**src/hw/rtl/frml_pkg.sv**
```systemverilog
package frml_pkg;

    // Ring of interval samples
    localparam int WINDOW     = 20;
    localparam int SLOT_W     = $clog2(WINDOW);
    localparam int FILL_W     = $clog2(WINDOW + 1);
    localparam int INTERVAL_W = 16;
    localparam int SUM_W      = INTERVAL_W + $clog2(WINDOW + 1);

    // Rate arithmetic: fps_q8 = 1000 * 256 * count / sum
    localparam int FPS_SCALE_VAL = 256000;
    localparam int DIVIDEND_W    = $clog2(FPS_SCALE_VAL * WINDOW + 1);
    localparam int DIVCNT_W      = $clog2(DIVIDEND_W + 1);

    // Field widths
    localparam int TIME_W  = 32;
    localparam int FPS_W   = 23;
    localparam int DELAY_W = 10;
    localparam int MAXFPS_W = 10;

    localparam logic [FPS_W-1:0]      FPS_WHEN_IDLE = FPS_W'(170666);
    localparam logic [FPS_W-1:0]      FPS_MAX       = {FPS_W{1'b1}};
    localparam logic [INTERVAL_W-1:0] INTERVAL_MAX  = {INTERVAL_W{1'b1}};
    localparam logic [MAXFPS_W-1:0]   MAXFPS_RESET  = MAXFPS_W'(60);
    localparam int                    MS_PER_SEC    = 1000;

    // Register indexes on the configuration port
    localparam logic REG_MAX_FPS = 1'b0;

    typedef enum logic [2:0] {
        ST_IDLE,
        ST_UPD,
        ST_DIVP,
        ST_DIVF,
        ST_DONE
    } state_t;

endpackage

```
**src/hw/rtl/frame_rate_meter_limiter_unit.sv**
```systemverilog
// Frame rate meter and limiter.
// Input stream: one transfer per finished frame, carrying the frame start
// time and the current time in milliseconds. Output stream: one transfer per
// input with the frame rate averaged over the last 20 frame intervals
// (unsigned Q.8) and the number of milliseconds to wait so the rate stays at
// the max_fps ceiling. max_fps is written over the APB port at address 0.
// Sequence: the old ring entry is read when the input transfer is taken, the
// new interval is written and the running sum updated in ST_UPD, then one
// shared restoring divider runs twice at one quotient bit a cycle (period
// 1000/max_fps, then rate), and the output register is loaded last. One item
// is in work at a time.
// The next input is taken while a finished result still waits in the output
// register; if the receiver stalls, that item finishes and then waits until
// the output register frees up.
// Reset clears the fill count, slot pointer, sum and previous time and sets
// max_fps to 60. Ring entries are used only after they have been written.
module frame_rate_meter_limiter_unit
    import frml_pkg::*;
(
    input  logic        aclk,
    input  logic        aresetn,
    // input stream
    input  logic        s_tvalid,
    output logic        s_tready,
    input  logic [63:0] s_tdata,   // [31:0] frame_start_ms, [63:32] now_ms
    // result stream
    output logic        m_tvalid,
    input  logic        m_tready,
    output logic [39:0] m_tdata,   // [22:0] fps_q8, [32:23] delay_ms, rest zero
    // configuration
    input  logic        psel,
    input  logic        penable,
    input  logic        pwrite,
    input  logic [2:0]  paddr,
    input  logic [31:0] pwdata,
    output logic [31:0] prdata,
    output logic        pready
);

    state_t state_reg, state_next;

    logic [MAXFPS_W-1:0]   max_fps_reg;
    logic [FILL_W-1:0]     fill_reg;
    logic [SLOT_W-1:0]     slot_reg;
    logic [TIME_W-1:0]     prev_reg;
    logic [SUM_W-1:0]      sum_reg;
    logic [INTERVAL_W-1:0] interval_reg;
    logic [TIME_W-1:0]     duration_reg;
    logic [DELAY_W-1:0]    period_reg;

    logic [SUM_W-1:0]      rem_reg;
    logic [DIVIDEND_W-1:0] quo_reg;
    logic [SUM_W-1:0]      dsr_reg;
    logic [DIVCNT_W-1:0]   cnt_reg;

    logic                  m_tvalid_reg;
    logic [39:0]           m_tdata_reg;

    logic [TIME_W-1:0]     in_start;
    logic [TIME_W-1:0]     in_now;
    logic [TIME_W-1:0]     in_diff;
    logic [INTERVAL_W-1:0] in_interval;
    logic                  accept;
    logic                  out_free;
    logic                  ram_en;
    logic                  ram_we;
    logic [INTERVAL_W-1:0] ram_rdata;
    logic                  cfg_write;

    logic [SUM_W:0]        div_trial;
    logic                  div_ge;
    logic [SUM_W-1:0]      rem_step;
    logic [DIVIDEND_W-1:0] quo_step;

    logic [FPS_W-1:0]      fps_val;
    logic [DELAY_W-1:0]    delay_val;
    logic [DIVIDEND_W-1:0] fps_dividend;

    localparam logic [DIVIDEND_W-1:0] FPS_SCALE = DIVIDEND_W'(FPS_SCALE_VAL);

    assign in_start = s_tdata[31:0];
    assign in_now   = s_tdata[63:32];

    assign s_tready = (state_reg == ST_IDLE);
    assign accept   = s_tvalid && s_tready;
    assign out_free = !m_tvalid_reg || m_tready;
    assign m_tvalid = m_tvalid_reg;
    assign m_tdata  = m_tdata_reg;

    // Configuration port
    assign pready    = 1'b1;
    assign cfg_write = psel && penable && pwrite && pready;
    assign prdata    = (paddr[2] == REG_MAX_FPS) ? 32'(max_fps_reg) : 32'd0;

    always_ff @(posedge aclk) begin
        if (!aresetn) begin
            max_fps_reg <= MAXFPS_RESET;
        end else if (cfg_write && paddr[2] == REG_MAX_FPS) begin
            max_fps_reg <= pwdata[MAXFPS_W-1:0];
        end
    end

    // Interval since the previous frame end, saturated
    assign in_diff = in_now - prev_reg;
    always_comb begin
        if (fill_reg == '0) begin
            in_interval = '0;
        end else if (in_diff > TIME_W'(INTERVAL_MAX)) begin
            in_interval = INTERVAL_MAX;
        end else begin
            in_interval = in_diff[INTERVAL_W-1:0];
        end
    end

    // Ring memory: read old entry on accept, write new one in ST_UPD
    assign ram_en = accept || (state_reg == ST_UPD);
    assign ram_we = (state_reg == ST_UPD);

    frml_ram #(
        .WIDTH (INTERVAL_W),
        .DEPTH (WINDOW)
    ) u_ring (
        .clk   (aclk),
        .en    (ram_en),
        .we    (ram_we),
        .addr  (slot_reg),
        .wdata (interval_reg),
        .rdata (ram_rdata)
    );

    // One restoring divider step
    assign div_trial = {rem_reg, quo_reg[DIVIDEND_W-1]};
    assign div_ge    = (div_trial >= {1'b0, dsr_reg});
    assign rem_step  = div_ge ? SUM_W'(div_trial - {1'b0, dsr_reg}) : div_trial[SUM_W-1:0];
    assign quo_step  = {quo_reg[DIVIDEND_W-2:0], div_ge};

    assign fps_dividend = DIVIDEND_W'(fill_reg) * FPS_SCALE;

    // Result fields
    always_comb begin
        if (sum_reg == '0) begin
            fps_val = FPS_WHEN_IDLE;
        end else if (quo_reg > DIVIDEND_W'(FPS_MAX)) begin
            fps_val = FPS_MAX;
        end else begin
            fps_val = FPS_W'(quo_reg);
        end
        if (TIME_W'(period_reg) > duration_reg) begin
            delay_val = period_reg - duration_reg[DELAY_W-1:0];
        end else begin
            delay_val = '0;
        end
    end

    // Sequencer
    always_ff @(posedge aclk) begin
        if (!aresetn) begin
            state_reg <= ST_IDLE;
        end else begin
            state_reg <= state_next;
        end
    end

    always_comb begin
        state_next = state_reg;
        unique case (state_reg)
            ST_IDLE: begin
                if (accept) begin
                    state_next = ST_UPD;
                end
            end
            ST_UPD: begin
                state_next = ST_DIVP;
            end
            ST_DIVP: begin
                if (cnt_reg == '0) begin
                    state_next = ST_DIVF;
                end
            end
            ST_DIVF: begin
                if (cnt_reg == '0) begin
                    state_next = ST_DONE;
                end
            end
            ST_DONE: begin
                if (out_free) begin
                    state_next = ST_IDLE;
                end
            end
            default: begin
                state_next = ST_IDLE;
            end
        endcase
    end

    // Control state: fill count, slot, previous time, sum
    always_ff @(posedge aclk) begin
        if (!aresetn) begin
            fill_reg <= '0;
            slot_reg <= '0;
            prev_reg <= '0;
            sum_reg  <= '0;
        end else begin
            if (accept) begin
                prev_reg <= in_now;
            end
            if (state_reg == ST_UPD) begin
                if (fill_reg >= FILL_W'(WINDOW)) begin
                    sum_reg <= sum_reg - SUM_W'(ram_rdata) + SUM_W'(interval_reg);
                end else begin
                    fill_reg <= fill_reg + 1'b1;
                    sum_reg  <= sum_reg + SUM_W'(interval_reg);
                end
                if (slot_reg == SLOT_W'(WINDOW - 1)) begin
                    slot_reg <= '0;
                end else begin
                    slot_reg <= slot_reg + 1'b1;
                end
            end
        end
    end

    // Divider and per-item payload
    always_ff @(posedge aclk) begin
        if (!aresetn) begin
            cnt_reg <= '0;
        end else begin
            unique case (state_reg)
                ST_IDLE: begin
                    if (accept) begin
                        interval_reg <= in_interval;
                        duration_reg <= in_now - in_start;
                    end
                end
                ST_UPD: begin
                    // period = 1000 / max(max_fps, 1)
                    rem_reg <= '0;
                    quo_reg <= DIVIDEND_W'(MS_PER_SEC);
                    dsr_reg <= (max_fps_reg == '0) ? SUM_W'(1) : SUM_W'(max_fps_reg);
                    cnt_reg <= DIVCNT_W'(DIVIDEND_W);
                end
                ST_DIVP: begin
                    if (cnt_reg != '0) begin
                        rem_reg <= rem_step;
                        quo_reg <= quo_step;
                        cnt_reg <= cnt_reg - 1'b1;
                    end else begin
                        // rate = 256000 * count / sum
                        period_reg <= quo_reg[DELAY_W-1:0];
                        rem_reg    <= '0;
                        quo_reg    <= fps_dividend;
                        dsr_reg    <= sum_reg;
                        cnt_reg    <= DIVCNT_W'(DIVIDEND_W);
                    end
                end
                ST_DIVF: begin
                    if (cnt_reg != '0) begin
                        rem_reg <= rem_step;
                        quo_reg <= quo_step;
                        cnt_reg <= cnt_reg - 1'b1;
                    end
                end
                ST_DONE: begin
                end
                default: begin
                end
            endcase
        end
    end

    // Output register
    always_ff @(posedge aclk) begin
        if (!aresetn) begin
            m_tvalid_reg <= 1'b0;
        end else if (state_reg == ST_DONE && out_free) begin
            m_tvalid_reg <= 1'b1;
            m_tdata_reg  <= {7'd0, delay_val, fps_val};
        end else if (m_tready) begin
            m_tvalid_reg <= 1'b0;
        end
    end

    // Checks
    a_fill_bound: assert property (@(posedge aclk) disable iff (!aresetn)
        fill_reg <= FILL_W'(WINDOW))
        else $error("fill count above window");

    a_slot_tracks_fill: assert property (@(posedge aclk) disable iff (!aresetn)
        (fill_reg < FILL_W'(WINDOW)) |-> (FILL_W'(slot_reg) == fill_reg))
        else $error("slot pointer out of step with fill count");

    a_empty_sum: assert property (@(posedge aclk) disable iff (!aresetn)
        (fill_reg == '0) |-> (sum_reg == '0))
        else $error("nonzero sum with empty ring");

    a_accept_to_upd: assert property (@(posedge aclk) disable iff (!aresetn)
        accept |=> (state_reg == ST_UPD) && !s_tready)
        else $error("accepted transfer did not start an update");

    a_done_loads_out: assert property (@(posedge aclk) disable iff (!aresetn)
        (state_reg == ST_DONE && out_free) |=> m_tvalid && (state_reg == ST_IDLE))
        else $error("finished item not loaded into output register");

endmodule

```
**src/hw/rtl/frml_ram.sv**
```systemverilog
module frml_ram #(
    parameter int WIDTH = 16,
    parameter int DEPTH = 20
) (
    input  logic                     clk,
    input  logic                     en,
    input  logic                     we,
    input  logic [$clog2(DEPTH)-1:0] addr,
    input  logic [WIDTH-1:0]         wdata,
    output logic [WIDTH-1:0]         rdata
);

    logic [WIDTH-1:0] mem [DEPTH];

    // Single port, read data registered
    always_ff @(posedge clk) begin
        if (en) begin
            if (we) begin
                mem[addr] <= wdata;
            end
            rdata <= mem[addr];
        end
    end

endmodule
```
**config.mk**
```make
export PLATFORM = sky130hd
export DESIGN_NAME = frame_rate_meter_limiter_unit
export DESIGN_NICKNAME = d
export VERILOG_FILES = /design/src/hw/rtl/frml_pkg.sv /design/src/hw/rtl/frame_rate_meter_limiter_unit.sv /design/src/hw/rtl/frml_ram.sv
export SDC_FILE = /design/constraint.sdc
export NUM_CORES = 1
export LEC_CHECK = 0
export BUFFER_PORTS_ARGS = -buffer_cell sky130_fd_sc_hd__clkbuf_2
export CORE_MARGIN = 4
export CORE_UTILIZATION = 55
export CTS_CLUSTER_DIAMETER = 100
export DETAILED_ROUTE_END_ITERATION = 10
export PLACE_DENSITY = 0.83
export SYNTH_ARGS = -nofsm -noshare
export SYNTH_HDL_FRONTEND = slang
export SYNTH_SLANG_ARGS = --single-unit
```
**constraint.sdc**
```tcl
create_clock -name aclk -period 6 [get_ports aclk]
set_clock_uncertainty 0.15 [all_clocks]
set_input_delay 0.6 -clock aclk [delete_from_list [all_inputs] [get_ports aclk]]
set_output_delay 0.6 -clock aclk [all_outputs]
set_load 0.03 [all_outputs]
```
# [After elaboration in Yosys (flattened, before gate mapping)]
# Memory sizes are Yosys's and may differ from the RTL's. A register that Yosys moved wholly into a read port is not among the register bits.
# Cells that the tools add are included.
[op_classes] addsub=10 n_mul=1 order_cmp=5 n_eq_ne=11 n_mux=28 n_bitwise=3 reduce_logical=26
[ops] operator="$mux 21" n=5
[ops] operator="$mux 23" n=3
[ops] operator="$pmux 23 s3" n=1
[ops] operator="$sub 32x32->32" n=2
[ops] operator="$pmux 21 s3" n=1
[ops] operator="$add 21x16->21" n=2
[ops] operator="$pmux 21 s2" n=1
[ops] operator="$gt 10x32->1" n=1
[ops] operator="$gt 32x16->1 const B" n=1
[ops] operator="$gt 23x23->1 const B" n=1
[ops] operator="$ge 22x21->1" n=1
[ops] operator="$logic_not 21->1" n=1
[ops] operator="$sub 21x16->21" n=1
[ops] operator="$sub 21x21->21" n=1
[ops] operator="$mux 10" n=2
[ops] operator="$mux 16" n=1
[ops] operator="$mux 5" n=3
[ops] operator="$pmux 3 s5" n=1
[ops] operator="$pmux 5 s3" n=1
[ops] operator="$mul 5x7->12 const B" n=1
[ops] operator="$mux 3" n=4
[ops] operator="$reduce_and 3->1" n=4
[ops] operator="$add 5x1->5 const B" n=2
[ops] operator="$logic_not 10->1" n=1
[ops] operator="other kinds (22)" n=42
[totals] register_bits=238 ram_bits=320 out_inout_bits=75 wordCells=102 n_memories=1
[memory_table] memory="u_ring.mem" depth=20 width=16 read_ports=1 rd_clocked_by_memory_dff=1 write_ports=1 line_no="frml_ram.sv:13" rtl="logic [WIDTH-1:0] mem [DEPTH];"

# [Longest topological paths before layout]
# Gate-level depths: netlist of run 1.
[depth] depth_word=5 ltp_mapped=16 depth_no_buf=16

# [Hierarchy]
# Synthesis of run 1 repeated with hierarchy kept, for this count alone.
[hier_totals] hier_cells=2572 hier_area_um2=30070.1
[modules_own_cells] mod="frame_rate_meter_limiter_unit" instances=1 cells_each=1885 area_each_um2=17148.9 seq_area_each_um2=6326.1
[modules_own_cells] mod="frml_ram" instances=1 cells_each=687 area_each_um2=12921.1 seq_area_each_um2=10089.7

# [Worst setup path after synthesis of run 1]
# OpenSTA, ideal clock, no wires.
[synth_timing] path_type="input to register" start="input aresetn" end="register quo_reg[0] (enable)" arrival_time_ns=5.142 path_slack_ns=0.153 cell_stages=3 path_buffers=1 path_cell_list="inv_2 -> clkbuf_1 -> nor4_1"
[synth_via] elab_chain_len=1
[synth_rtl] item="start: declaration" line_no="frame_rate_meter_limiter_unit.sv:21" rtl="input logic aresetn,"
[synth_rtl] item="$reduce_and 3->1 (no source line)"
[synth_rtl] item="end signal: assignment" line_no="frame_rate_meter_limiter_unit.sv:238" rtl="quo_reg <= DIVIDEND_W'(MS_PER_SEC);"
[synth_rtl] item="end signal: assignment" line_no="frame_rate_meter_limiter_unit.sv:245" rtl="quo_reg <= quo_step;"
[synth_rtl] item="end signal: assignment" line_no="frame_rate_meter_limiter_unit.sv:251" rtl="quo_reg <= fps_dividend;"
[synth_rtl] item="end: declaration" line_no="frame_rate_meter_limiter_unit.sv:52" rtl="logic [DIVIDEND_W-1:0] quo_reg;"
# Every way passes these cells.
# A chain may end at the register's enable or synchronous reset.

# [Worst setup path after layout of run 1]
[layout_timing] start="register interval_reg[4]" end="register sum_reg[19]"
[layout_via] elab_chain_len=2 elab_cells_between_ends=3 classes_between="add/sub (2); mux (1)"
[layout_rtl] item="start: declaration" line_no="frame_rate_meter_limiter_unit.sv:47" rtl="logic [INTERVAL_W-1:0] interval_reg;"
[layout_rtl] item="start signal: assignment" line_no="frame_rate_meter_limiter_unit.sv:231" rtl="interval_reg <= in_interval;"
[layout_rtl] item="$add 21x16->21, on equally long branches" line_no="frame_rate_meter_limiter_unit.sv:212, frame_rate_meter_limiter_unit.sv:209"
[layout_rtl] item="$mux 21 *" line_no="frame_rate_meter_limiter_unit.sv:208" rtl="if (fill_reg >= FILL_W'(WINDOW)) begin"
[layout_rtl] item="end signal: assignment" line_no="frame_rate_meter_limiter_unit.sv:209" rtl="sum_reg <= sum_reg - SUM_W'(ram_rdata) + SUM_W'(interval_reg);"
[layout_rtl] item="end signal: assignment" line_no="frame_rate_meter_limiter_unit.sv:212" rtl="sum_reg <= sum_reg + SUM_W'(interval_reg);"
[layout_rtl] item="end: declaration" line_no="frame_rate_meter_limiter_unit.sv:46" rtl="logic [SUM_W-1:0] sum_reg;"
# Every way passes the cells marked *; elsewhere a longest branch is shown, timed or not.

==> reports/qor.csv, run 1 <==
stage;metric;value;unit
run_status;status;complete, no violations;
cts;cts_setup_buffers;0;
cts;cts_root_buf;clkbuf_16;
timing;hold_violations;0;
layout;area_growth;10.6;%
route;drc;0;
placed_design;port_buffers;126;
worst_setup_path;crit_fanout;22;
yosys;synth-seq-cells;574;
route;viasPerCell;6.03;
run;drv_cap;0;
global_routing;grt_pass1_wl;110000;um
global_routing;overflow;0;
cts;cts_tree;yes;
die;ios;181;
timing;max_slew_margin;19.9;%
worst_setup_path;crit_slowest_cell;edfxtp_1;
layout;nets;2921;
die;coreArea;0.0539;mm2
cts;htreeDepth;2;
die;die_area;0.0584;mm2
global_routing;use_met1;30.1;%
layout;multi_input_area;0.0124;mm2
yosys;syn_avg_cell_area;12.0;um2
worst_setup_path;worst-path-buf-inv;2;
route;drt-pass1-iter-count;5;
timing;fin_setup_tns;0;ns
layout;fin_util;61.6;%
yosys;syn_area;0.0300;mm2
cts;clock_path_buffers;3;
yosys;synth-edff-count;492;
global_routing;grt_use_total;23.2;%
cts;holdBufCountCts;0;
layout;layout_commonest_cell;edfxtp_1;
yosys;synth.distinct_cells;89;
cts;clk_pin_slew;0.06;ns
global_routing;antenna_found_initial;1;
cts;numCtsBuffers;57;
worst_setup_path;endpoint_kind;register;
route;post_drt_wl_per_cell;20.5;um
worst_setup_path;crit_required;6.39;ns
global_routing;globalRouteMet3Util;3.98;%
route;ant_nets;0;
timing;tightest_slew;1.20;ns
yosys;synth_area_leader_cell;edfxtp_1;
cts;clock_latency;0.63;ns
layout;layout-drive-gt1-share;13.9;%
die;chipHeight;242;um
route;drt-initial-drc-count;1830;
pwr;powerDensity;317;mW/mm2
yosys;synthCells;2495;
layout;ff_latch_area;0.0164;mm2
timing;final-setup-viol-count;0;
worst_setup_path;path_cells;inv_1 -> fa_1 -> inv_1 -> ha_1 -> nand3_1 -> o211ai_1 -> o211ai_1 -> nand2_1 -> a31oi_1 -> o41ai_1 -> nor4_1 -> nor4bb_1 -> a21oi_1 -> a21oi_1;
layout;largest_reg_flops;320;
timing;report.final.slew_viol_count;0;
worst_setup_path;crit_arrival;5.07;ns
placed_design;post-place-ws;1.40;ns
global_routing;met2_usage;39.7;%
die;start_util;55.7;%
timing;fmax;0.213;GHz
yosys;synth-async-reset-ratio;0;%
layout;final_cell_mix;edfxtp_1, nand2_1, inv_1;
cts;clkSinkCount;574;
worst_setup_path;crit_type;reg2reg;
timing;rsz0062_at_grt;false;
die;rows;85;
yosys;yosysSeqAreaShare;54.6;%
global_routing;busiest_layer;met2;
route;vias;20300;
worst_setup_path;max_stage_delay;1.03;ns
pwr;p_leak;12.7;nW
global_routing;grt_pass1_vias;20500;
cts;cts_resized;0;
worst_setup_path;start_kind;register;
yosys;netlist.area_leader.share;49.2;%
min_path;holdCritPathClass;in2reg;
timing;period_share;78.1;%
route;drt_wl_total;68900;um
yosys;synthFlopType;edfxtp_1;
pwr;irDropWorstVdd;0.241;mV
timing;fin_crit;4.69;ns
global_routing;grt_max_degree;53;
yosys;synthTopCellsByArea;edfxtp_1, ha_1, mux4_2;
yosys;synth_warnings;0;
die;die_w;242;um
timing;layout_setup_ws;1.31;ns
layout;nFillCells;3898;
placed_design;dp_hpwl;46200;um
placed_design;gp_congestion;0.906;
worst_setup_path;cp_top_family;compound AO/OA/AOI/OAI gates;
## layout make-up
| class | instances | area share (%) |
|---|---|---|
| diodes | 3 | 0.0226 |
| clock buffers | 69 | 4.49 |
| clock inverters | 34 | 1.27 |
| inverters | 228 | 2.58 |
| multi-input cells | 1609 | 37.2 |
| flip-flops and latches | 574 | 49.4 |
| well taps | 696 | 2.62 |
| repair buffers | 149 | 2.42 |
## where the power goes
group	total [W]	internal, W	switching (W)
sequential	0.00474	0.00457	0.000175
combinational	0.00215	0.000876	0.00128
clock	0.00365	0.00212	0.00153
## cell usage after synthesis (12+ instances only)
master and number:
and3_1 25, nand4_1 12, nor2_1 140, nand2b_1 32, o211ai_1 14, a211oi_1 20, ha_1 165, nor3_1 49
xor2_1 35, nor2b_1 43, dfxtp_1 82, a21oi_2 12, a22oi_1 17, a21o_1 40, nor4_1 19, inv_1 226
a31oi_1 14, a21oi_1 169, buf_4 32, mux2i_1 40, o21ai_0 86, nand3_1 35, edfxtp_1 492, mux4_2 80
xnor2_1 67, nand2_1 242, fa_1 31, and2_1 29, clkbuf_1 68
## per-stage QoR
| stage | power (W) | hold WS (ns) | std cells | area (um2) |
|---|---|---|---|---|
| after floorplan | 0.00640 | 0.283 | 2523 | 30200 |
| after global routing | 0.0110 | 0.0420 | 3360 | 33200 |
| after detailed placement | 0.00694 | 0.297 | 3256 | 31300 |
| after global placement | 0.00682 | 0.293 | 3256 | 31300 |
| after CTS | 0.0106 | 0.0267 | 3359 | 33200 |
| final | 0.0105 | 0.0529 | 3362 | 33200 |
## cells by family after synthesis
group                    after synthesis  synth area share (%)
XOR/XNOR                             102                  2.97
buffers and inverters                340                  4.69
flip-flops                           574                  54.6
multiplexers                         131                  7.74
AO/OA/AOI/OAI                        485                  10.5
other                                  2                0.0250
adder cells (fa/ha/maj)              196                  8.94
AND/OR/NAND/NOR                      665                  10.5
## worst paths after layout
check	cells past startpoint	end	slack (ns)	startpoint
hold reg to reg	2	prev_reg[19]$_SDFFE_PN0P_	0.30	prev_reg[19]$_SDFFE_PN0P_
setup / recovery	14	sum_reg[19]$_SDFFE_PN0P_	1.31	interval_reg[4]$_SDFFCE_PN0P_
hold / removal	3	max_fps_reg[3]$_SDFFE_PN1P_	0.05	pwdata[3]
setup reg to reg	14	sum_reg[19]$_SDFFE_PN0P_	1.31	interval_reg[4]$_SDFFCE_PN0P_
## layer usage
layer / wire, um / vias up
met2: 34400 / 793
met1: 27600 / 10000
li1: - / 9305
met3: 4840 / 160
met5: 0 / -
met4: 2050 / 0
## worst min-delay path, cell delays in order
cell	delay [ns]
clkbuf_2	0.08
nand2_1	0.04
nand3_1	0.07
Note: power is estimated with default switching activity, not from simulation.
==> inputs of run 2 (changes only) <==
--- a/config.mk
+++ b/config.mk
@@ -5,6 +5,7 @@
 export SDC_FILE = /design/constraint.sdc
 export NUM_CORES = 1
 export LEC_CHECK = 0
+export ABC_AREA = 1
 export BUFFER_PORTS_ARGS = -buffer_cell sky130_fd_sc_hd__clkbuf_2
 export CORE_MARGIN = 4
 export CORE_UTILIZATION = 55
==> constraint.sdc (replaced) <==
create_clock -name aclk -period 4.01 [get_ports aclk]
set_clock_uncertainty 0.15 [all_clocks]
set_input_delay 0.401 -clock aclk [delete_from_list [all_inputs] [get_ports aclk]]
set_output_delay 0.401 -clock aclk [all_outputs]
set_load 0.03 [all_outputs]
==> reports/qor.csv, run 2 <==
stage;metric;value;unit
timing;report.final.slew_viol_count;0;
yosys;syn_avg_cell_area;9.17;um2
layout;nets;3934;
yosys;synthCells;3440;
yosys;synth_area_leader_cell;edfxtp_1;
route;drt-pass1-iter-count;6;
layout;final_cell_mix;nand2_1, inv_1, edfxtp_1;
layout;area_growth;12.1;%
timing;fin_setup_tns;0;ns
route;drt-initial-drc-count;2577;
layout;layout-drive-gt1-share;9.57;%
global_routing;grt_max_degree;119;
yosys;synth-edff-count;492;
yosys;synthTopCellsByArea;edfxtp_1, nand2_1, ha_1;
timing;tightest_slew;1.06;ns
cts;cts_root_buf;clkbuf_16;
global_routing;grt_pass1_wl;123000;um
worst_setup_path;crit_slowest_cell;fa_1;
die;coreArea;0.0566;mm2
cts;clkSinkCount;574;
global_routing;overflow;0;
die;ios;181;
worst_setup_path;crit_fanout;6;
worst_setup_path;endpoint_kind;register;
route;ant_nets;0;
yosys;synth.distinct_cells;54;
timing;hold_violations;0;
layout;antenna_cells;0;
die;die_w;247;um
run_status;status;complete, no violations;
layout;fin_area;0.0354;mm2
timing;layout_setup_ws;0.239;ns
cts;numCtsBuffers;56;
placed_design;port_buffers;126;
placed_design;place_area;0.0332;mm2
worst_setup_path;crit_type;reg2reg;
timing;max_slew_margin;29.3;%
timing;final-setup-viol-count;0;
placed_design;post-place-ws;0.106;ns
worst_setup_path;path_common_cell;nand2_1;
pwr;powerDensity;660;mW/mm2
yosys;synthTopCellsByCount;nand2_1, edfxtp_1, inv_1;
timing;fmax;0.265;GHz
global_routing;grt_use_total;25.0;%
worst_setup_path;start_kind;register;
timing;hold_slack;0.0123;ns
yosys;synth-seq-cells;574;
cts;cts_tree;yes;
cts;clock_latency;0.63;ns
global_routing;antenna_found_initial;0;
route;drt_wl_total;77700;um
placed_design;gp_congestion;0.955;
yosys;synthMostInstantiatedCell;nand2_1;
route;viasPerCell;5.66;
die;start_util;55.7;%
cts;clk_pin_slew;0.07;ns
min_path;holdCritPathClass;in2reg;
yosys;synth_warnings;0;
route;vias;25100;
yosys;synth-async-reset-ratio;0;%
route;drc;0;
timing;fin_crit;3.77;ns
cts;htreeDepth;2;
global_routing;grt_pass1_vias;24200;
worst_setup_path;crit_arrival;3.98;ns
run;drv_cap;0;
yosys;yosysSeqAreaShare;52.1;%
yosys;synthFlopType;edfxtp_1;
pwr;p_total;0.0233;W
worst_setup_path;crit_required;4.21;ns
worst_setup_path;path_cells;fa_2 -> fa_1 -> inv_1 -> fa_1 -> inv_1 -> ha_1 -> a21oi_1 -> nand2_1 -> a21oi_1 -> o21bai_1 -> nand2_1 -> nand2_1 -> a21oi_1 -> nand2_1 -> nand2_1 -> o22ai_1;
placed_design;dp_hpwl;53100;um
die;die_area;0.0612;mm2
pwr;irDropWorstVdd;0.377;mV
layout;largest_reg_flops;320;
layout;layout_commonest_cell;nand2_1;
worst_setup_path;worst-path-buf-inv;2;
yosys;netlist.area_leader.share;46.9;%
timing;period_share;94.0;%
pwr;p_leak;14.9;nW
die;rows;87;
worst_setup_path;max_stage_delay;0.52;ns
cts;clock_path_buffers;3;
die;chipHeight;247;um
worst_setup_path;cp_top_family;adder cells;
route;post_drt_wl_per_cell;17.5;um
yosys;syn_area;0.0315;mm2
run 2: cell count changes in the layout (fill, tap and decap cells not counted), moves of 45 or more:
cell,previous run,this run
a21oi_1,168,228
buf_4,23,68
inv_1,226,492
mux4_2,80,0
nand2_1,242,567
nand3_1,35,107
nor2_1,138,387
o21ai_0,86,330
o22ai_1,4,88
run 2: final timing paths:
path	startpoint	endpoint	slack [ns]	cells after the start
worst min-delay path	s_tdata[38]	prev_reg[6]$_SDFFE_PN0P_	0.01	3
worst max register to register	fill_reg[3]$_SDFFE_PN0P_	quo_reg[22]$_DFFE_PP_	0.24	16
worst max-delay path	fill_reg[3]$_SDFFE_PN0P_	quo_reg[22]$_DFFE_PP_	0.24	16
worst min register to register	quo_reg[9]$_DFFE_PP_	period_reg[9]$_DFFE_PP_	0.30	0
run 2: cells by family after synthesis:
| group | count (synthesis) | synth area share, % |
|---|---|---|
| buf+inv | 638 | 8.05 |
| other cells | 2 | 0.0238 |
| flops | 574 | 52.1 |
| compound gates | 743 | 13.0 |
| xor+xnor | 78 | 2.17 |
| simple gates | 1209 | 16.1 |
| fa+ha+maj | 196 | 8.52 |
run 2: per-layer routing:
layer / wire, um / up-vias / GRT usage, %
met5: 0 / - / 0
met4: 2950 / 0 / 9.69
met3: 6290 / 206 / 3.59
met2: 36600 / 1121 / 41.6
met1: 31800 / 11800 / 33.3
li1: - / 12000 / -
run 2: final cells by class:
class	instances	area, um2
fill	4510	21200
sequential	574	16400
multi-input combinational	2256	12700
inverter	508	1910
timing repair buffer	236	1590
clock buffer	67	1440
tap	756	946
clock inverter	37	308
run 2: repair_timing:
| item | CTS | global route |
|---|---|---|
| hold buffers | 39 | 0 |
| endpoints found under the setup margin | 0 | 2 |
| endpoints found under the hold margin | 38 | 0 |
| gates resized for setup | 0 | 5 |
| setup buffers | 0 | 0 |
run 2: per-stage QoR:
stage,util [%],instances
2_1_floorplan,-,3468
3_3_place_gp,58.6,4291
3_5_place_dp,58.6,4291
4_1_cts,62.4,4434
5_1_grt,62.5,4434
6_report,62.5,4434
run 2: worst reg2reg max path: cells and delay by family, from the launching register on:
kind,cells,cell delay [ns]
DFF,1,0.39
adders and majority gates,4,1.86
buffers and inverters,2,0.09
and+or+nand+nor,5,0.38
AOI/OAI and AO/OA,5,0.62
run 2: where the power goes:
part | total (W) | switching [W] | internal (W)
clock | 0.00504 | 0.00227 | 0.00278
combinational | 0.0102 | 0.00683 | 0.00334
sequential | 0.00811 | 0.000483 | 0.00763
total | 0.0233 | 0.00958 | 0.0137
==> inputs of run 3 (changes only) <==
--- a/config.mk
+++ b/config.mk
@@ -14,4 +14,5 @@
 export PLACE_DENSITY = 0.83
 export SYNTH_ARGS = -nofsm -noshare
 export SYNTH_HDL_FRONTEND = slang
+export SYNTH_HIERARCHICAL = 1
 export SYNTH_SLANG_ARGS = --single-unit
==> reports/qor.csv, run 3 <==
stage;metric;value;unit
worst_setup_path;crit_required;4.23;ns
worst_setup_path;crit_slowest_cell;fa_1;
pwr;p_leak;16.4;nW
pwr;powerDensity;675;mW/mm2
timing;hold_violations;0;
timing;rsz0062_at_grt;false;
die;ios;181;
cts;numCtsBuffers;59;
route;post_drt_wl_per_cell;17.8;um
yosys;syn_area;0.0323;mm2
yosys;synth_warnings;6;
route;viasPerCell;5.47;
worst_setup_path;cp_top_family;adder cells;
worst_setup_path;path_common_cell;nand2_1;
cts;htreeDepth;2;
yosys;synthCells;3759;
route;drt-pass1-iter-count;5;
global_routing;grt_pass1_wl;131000;um
layout;layout-drive-gt1-share;8.90;%
global_routing;grt_use_total;26.1;%
route;wl_met1;33800;um
min_path;holdCritPathClass;in2reg;
pwr;p_total;0.0244;W
yosys;syn_avg_cell_area;8.60;um2
timing;fin_setup_tns;0;ns
route;wl_met2;40600;um
placed_design;gp_congestion;0.998;
layout;layout_commonest_cell;nand2_1;
route;drc;0;
placed_design;port_buffers;126;
yosys;synthTopCellsByCount;nand2_1, inv_1, edfxtp_1;
route;met3WireLength;7200;um
yosys;synth-seq-cells;574;
worst_setup_path;crit_path_start;fill_reg[3]$_SDFFE_PN0P_;
pwr;irDropWorstVdd;0.392;mV
worst_setup_path;worst-path-buf-inv;2;
global_routing;overflow;0;
die;die_w;250;um
worst_setup_path;path_cells;fa_2 -> fa_1 -> inv_1 -> fa_1 -> inv_1 -> ha_1 -> a21oi_1 -> nand2_1 -> a21oi_1 -> o21bai_1 -> nand2_1 -> nand2_1 -> a21oi_2 -> and2_1 -> o22ai_1;
die;coreArea;0.0579;mm2
cts;clk_pin_slew;0.07;ns
die;chipHeight;250;um
cts;cts_root_buf;clkbuf_16;
worst_setup_path;max_stage_delay;0.52;ns
placed_design;dp_hpwl;58600;um
layout;area_growth;12.0;%
worst_setup_path;crit_type;reg2reg;
yosys;synthTopCellsByArea;edfxtp_1, nand2_1, ha_1;
timing;period_share;94.3;%
timing;fin_crit;3.78;ns
yosys;synthFlopType;edfxtp_1;
global_routing;grt_pass1_vias;24600;
run_status;status;complete, no violations;
layout;final_cell_mix;nand2_1, inv_1, edfxtp_1;
timing;fmax;0.264;GHz
route;vias;26000;
layout;antenna_cells;0;
route;ant_nets;0;
worst_setup_path;endpoint_kind;register;
worst_setup_path;r2r_start;fill_reg[3]$_SDFFE_PN0P_;
timing;max_slew_margin;24.2;%
yosys;netlist.area_leader.share;45.7;%
layout;nets;4251;
run;drv_cap;0;
timing;report.final.slew_viol_count;0;
layout;largest_reg_flops;320;
cts;cts_setup_buffers;0;
global_routing;grt_max_degree;81;
cts;cts_tree;yes;
worst_setup_path;crit_arrival;4.00;ns
timing;final-setup-viol-count;0;
worst_setup_path;crit_fanout;6;
route;top_layer;met4;
yosys;synthMostInstantiatedCell;nand2_1;
route;drt_wl_total;84800;um
route;drt-initial-drc-count;2409;
placed_design;place_area;0.0339;mm2
yosys;synth_area_leader_cell;edfxtp_1;
timing;tightest_slew;1.13;ns
die;rows;88;
yosys;yosysSeqAreaShare;50.8;%
yosys;synth.distinct_cells;57;
cts;clock_latency;0.64;ns
yosys;synth-edff-count;492;
cts;clkSinkCount;574;
worst_setup_path;start_kind;register;
die;die_area;0.0627;mm2
yosys;synth-async-reset-ratio;0;%
global_routing;antenna_found_initial;2;
cts;clock_path_buffers;3;
layout;fin_area;0.0362;mm2
worst_setup_path;r2r_slack;0.23;ns
min_path;worstHoldStart;s_tdata[38];
die;start_util;55.8;%
## run 3: worst register-to-register path, cell delays in order, from the launching register on
cell and delay (ns):
dfxtp_4 0.39, fa_2 0.49, fa_1 0.52, inv_1 0.05, fa_1 0.49, inv_1 0.06, ha_1 0.35, a21oi_1 0.17
nand2_1 0.11, a21oi_1 0.16, o21bai_1 0.10, nand2_1 0.08, nand2_1 0.07, a21oi_2 0.14, and2_1 0.14, o22ai_1 0.07
## run 3: layer usage
layer | track usage [%] | vias to the layer above
li1 | - | 12600
met1 | 34.6 | 12100
met2 | 43.7 | 1153
met3 | 4.50 | 227
met4 | 9.27 | 0
met5 | 0 | -
## run 3: per-stage QoR
step / hold WS, ns / utilization (%) / setup slack (ns) / std cells
floorplan: 0.276 / - / 0.266 / 3787
global placement: 0.294 / 58.5 / 0.186 / 4629
detailed placement: 0.304 / 58.5 / 0.110 / 4629
CTS: 0.00155 / 62.5 / 0.103 / 4766
global route: 0.0182 / 62.5 / 0.0197 / 4766
finish: 0.0184 / 62.5 / 0.229 / 4766
## run 3: what timing repair did
item | in CTS | in global routing
endpoints found under the hold margin | 26 | 0
gates resized for setup | 0 | 7
hold buffers | 27 | 0
setup endpoints to repair | 0 | 2
## run 3: where the power goes
group,leakage [nW],internal [W],switching (W)
Combinational,10.2,0.00331,0.00731
Clock,0.970,0.00335,0.00237
Sequential,5.17,0.00760,0.000495
Total,16.4,0.0143,0.0102
## run 3: area by class of cell
class / instances / area (um2)
Clock buffer: 70 / 1550
Clock inverter: 40 / 467
Fill cell: 4574 / 21700
Inverter: 506 / 1900
Multi-Input combinational cell: 2584 / 13500
Sequential cell: 574 / 16400
Tap cell: 765 / 957
Timing Repair Buffer: 227 / 1460
## run 3: cells by family after synthesis
group                      synth area share [%]
and+or+nand+nor                            22.3
buffers and inverters                      8.11
DFF                                        50.8
AOI/OAI and AO/OA                          8.47
adders and majority gates                  8.19
xor gates and xnor gates                   2.11
other                                    0.0232
## run 3: worst paths after layout
check	to	depth (start not counted)
worst max-delay path	quo_reg[22]$_DFFE_PP_	15
worst min-delay path	prev_reg[6]$_SDFFE_PN0P_	3
worst max register to register	quo_reg[22]$_DFFE_PP_	15
worst min register to register	prev_reg[23]$_SDFFE_PN0P_	2
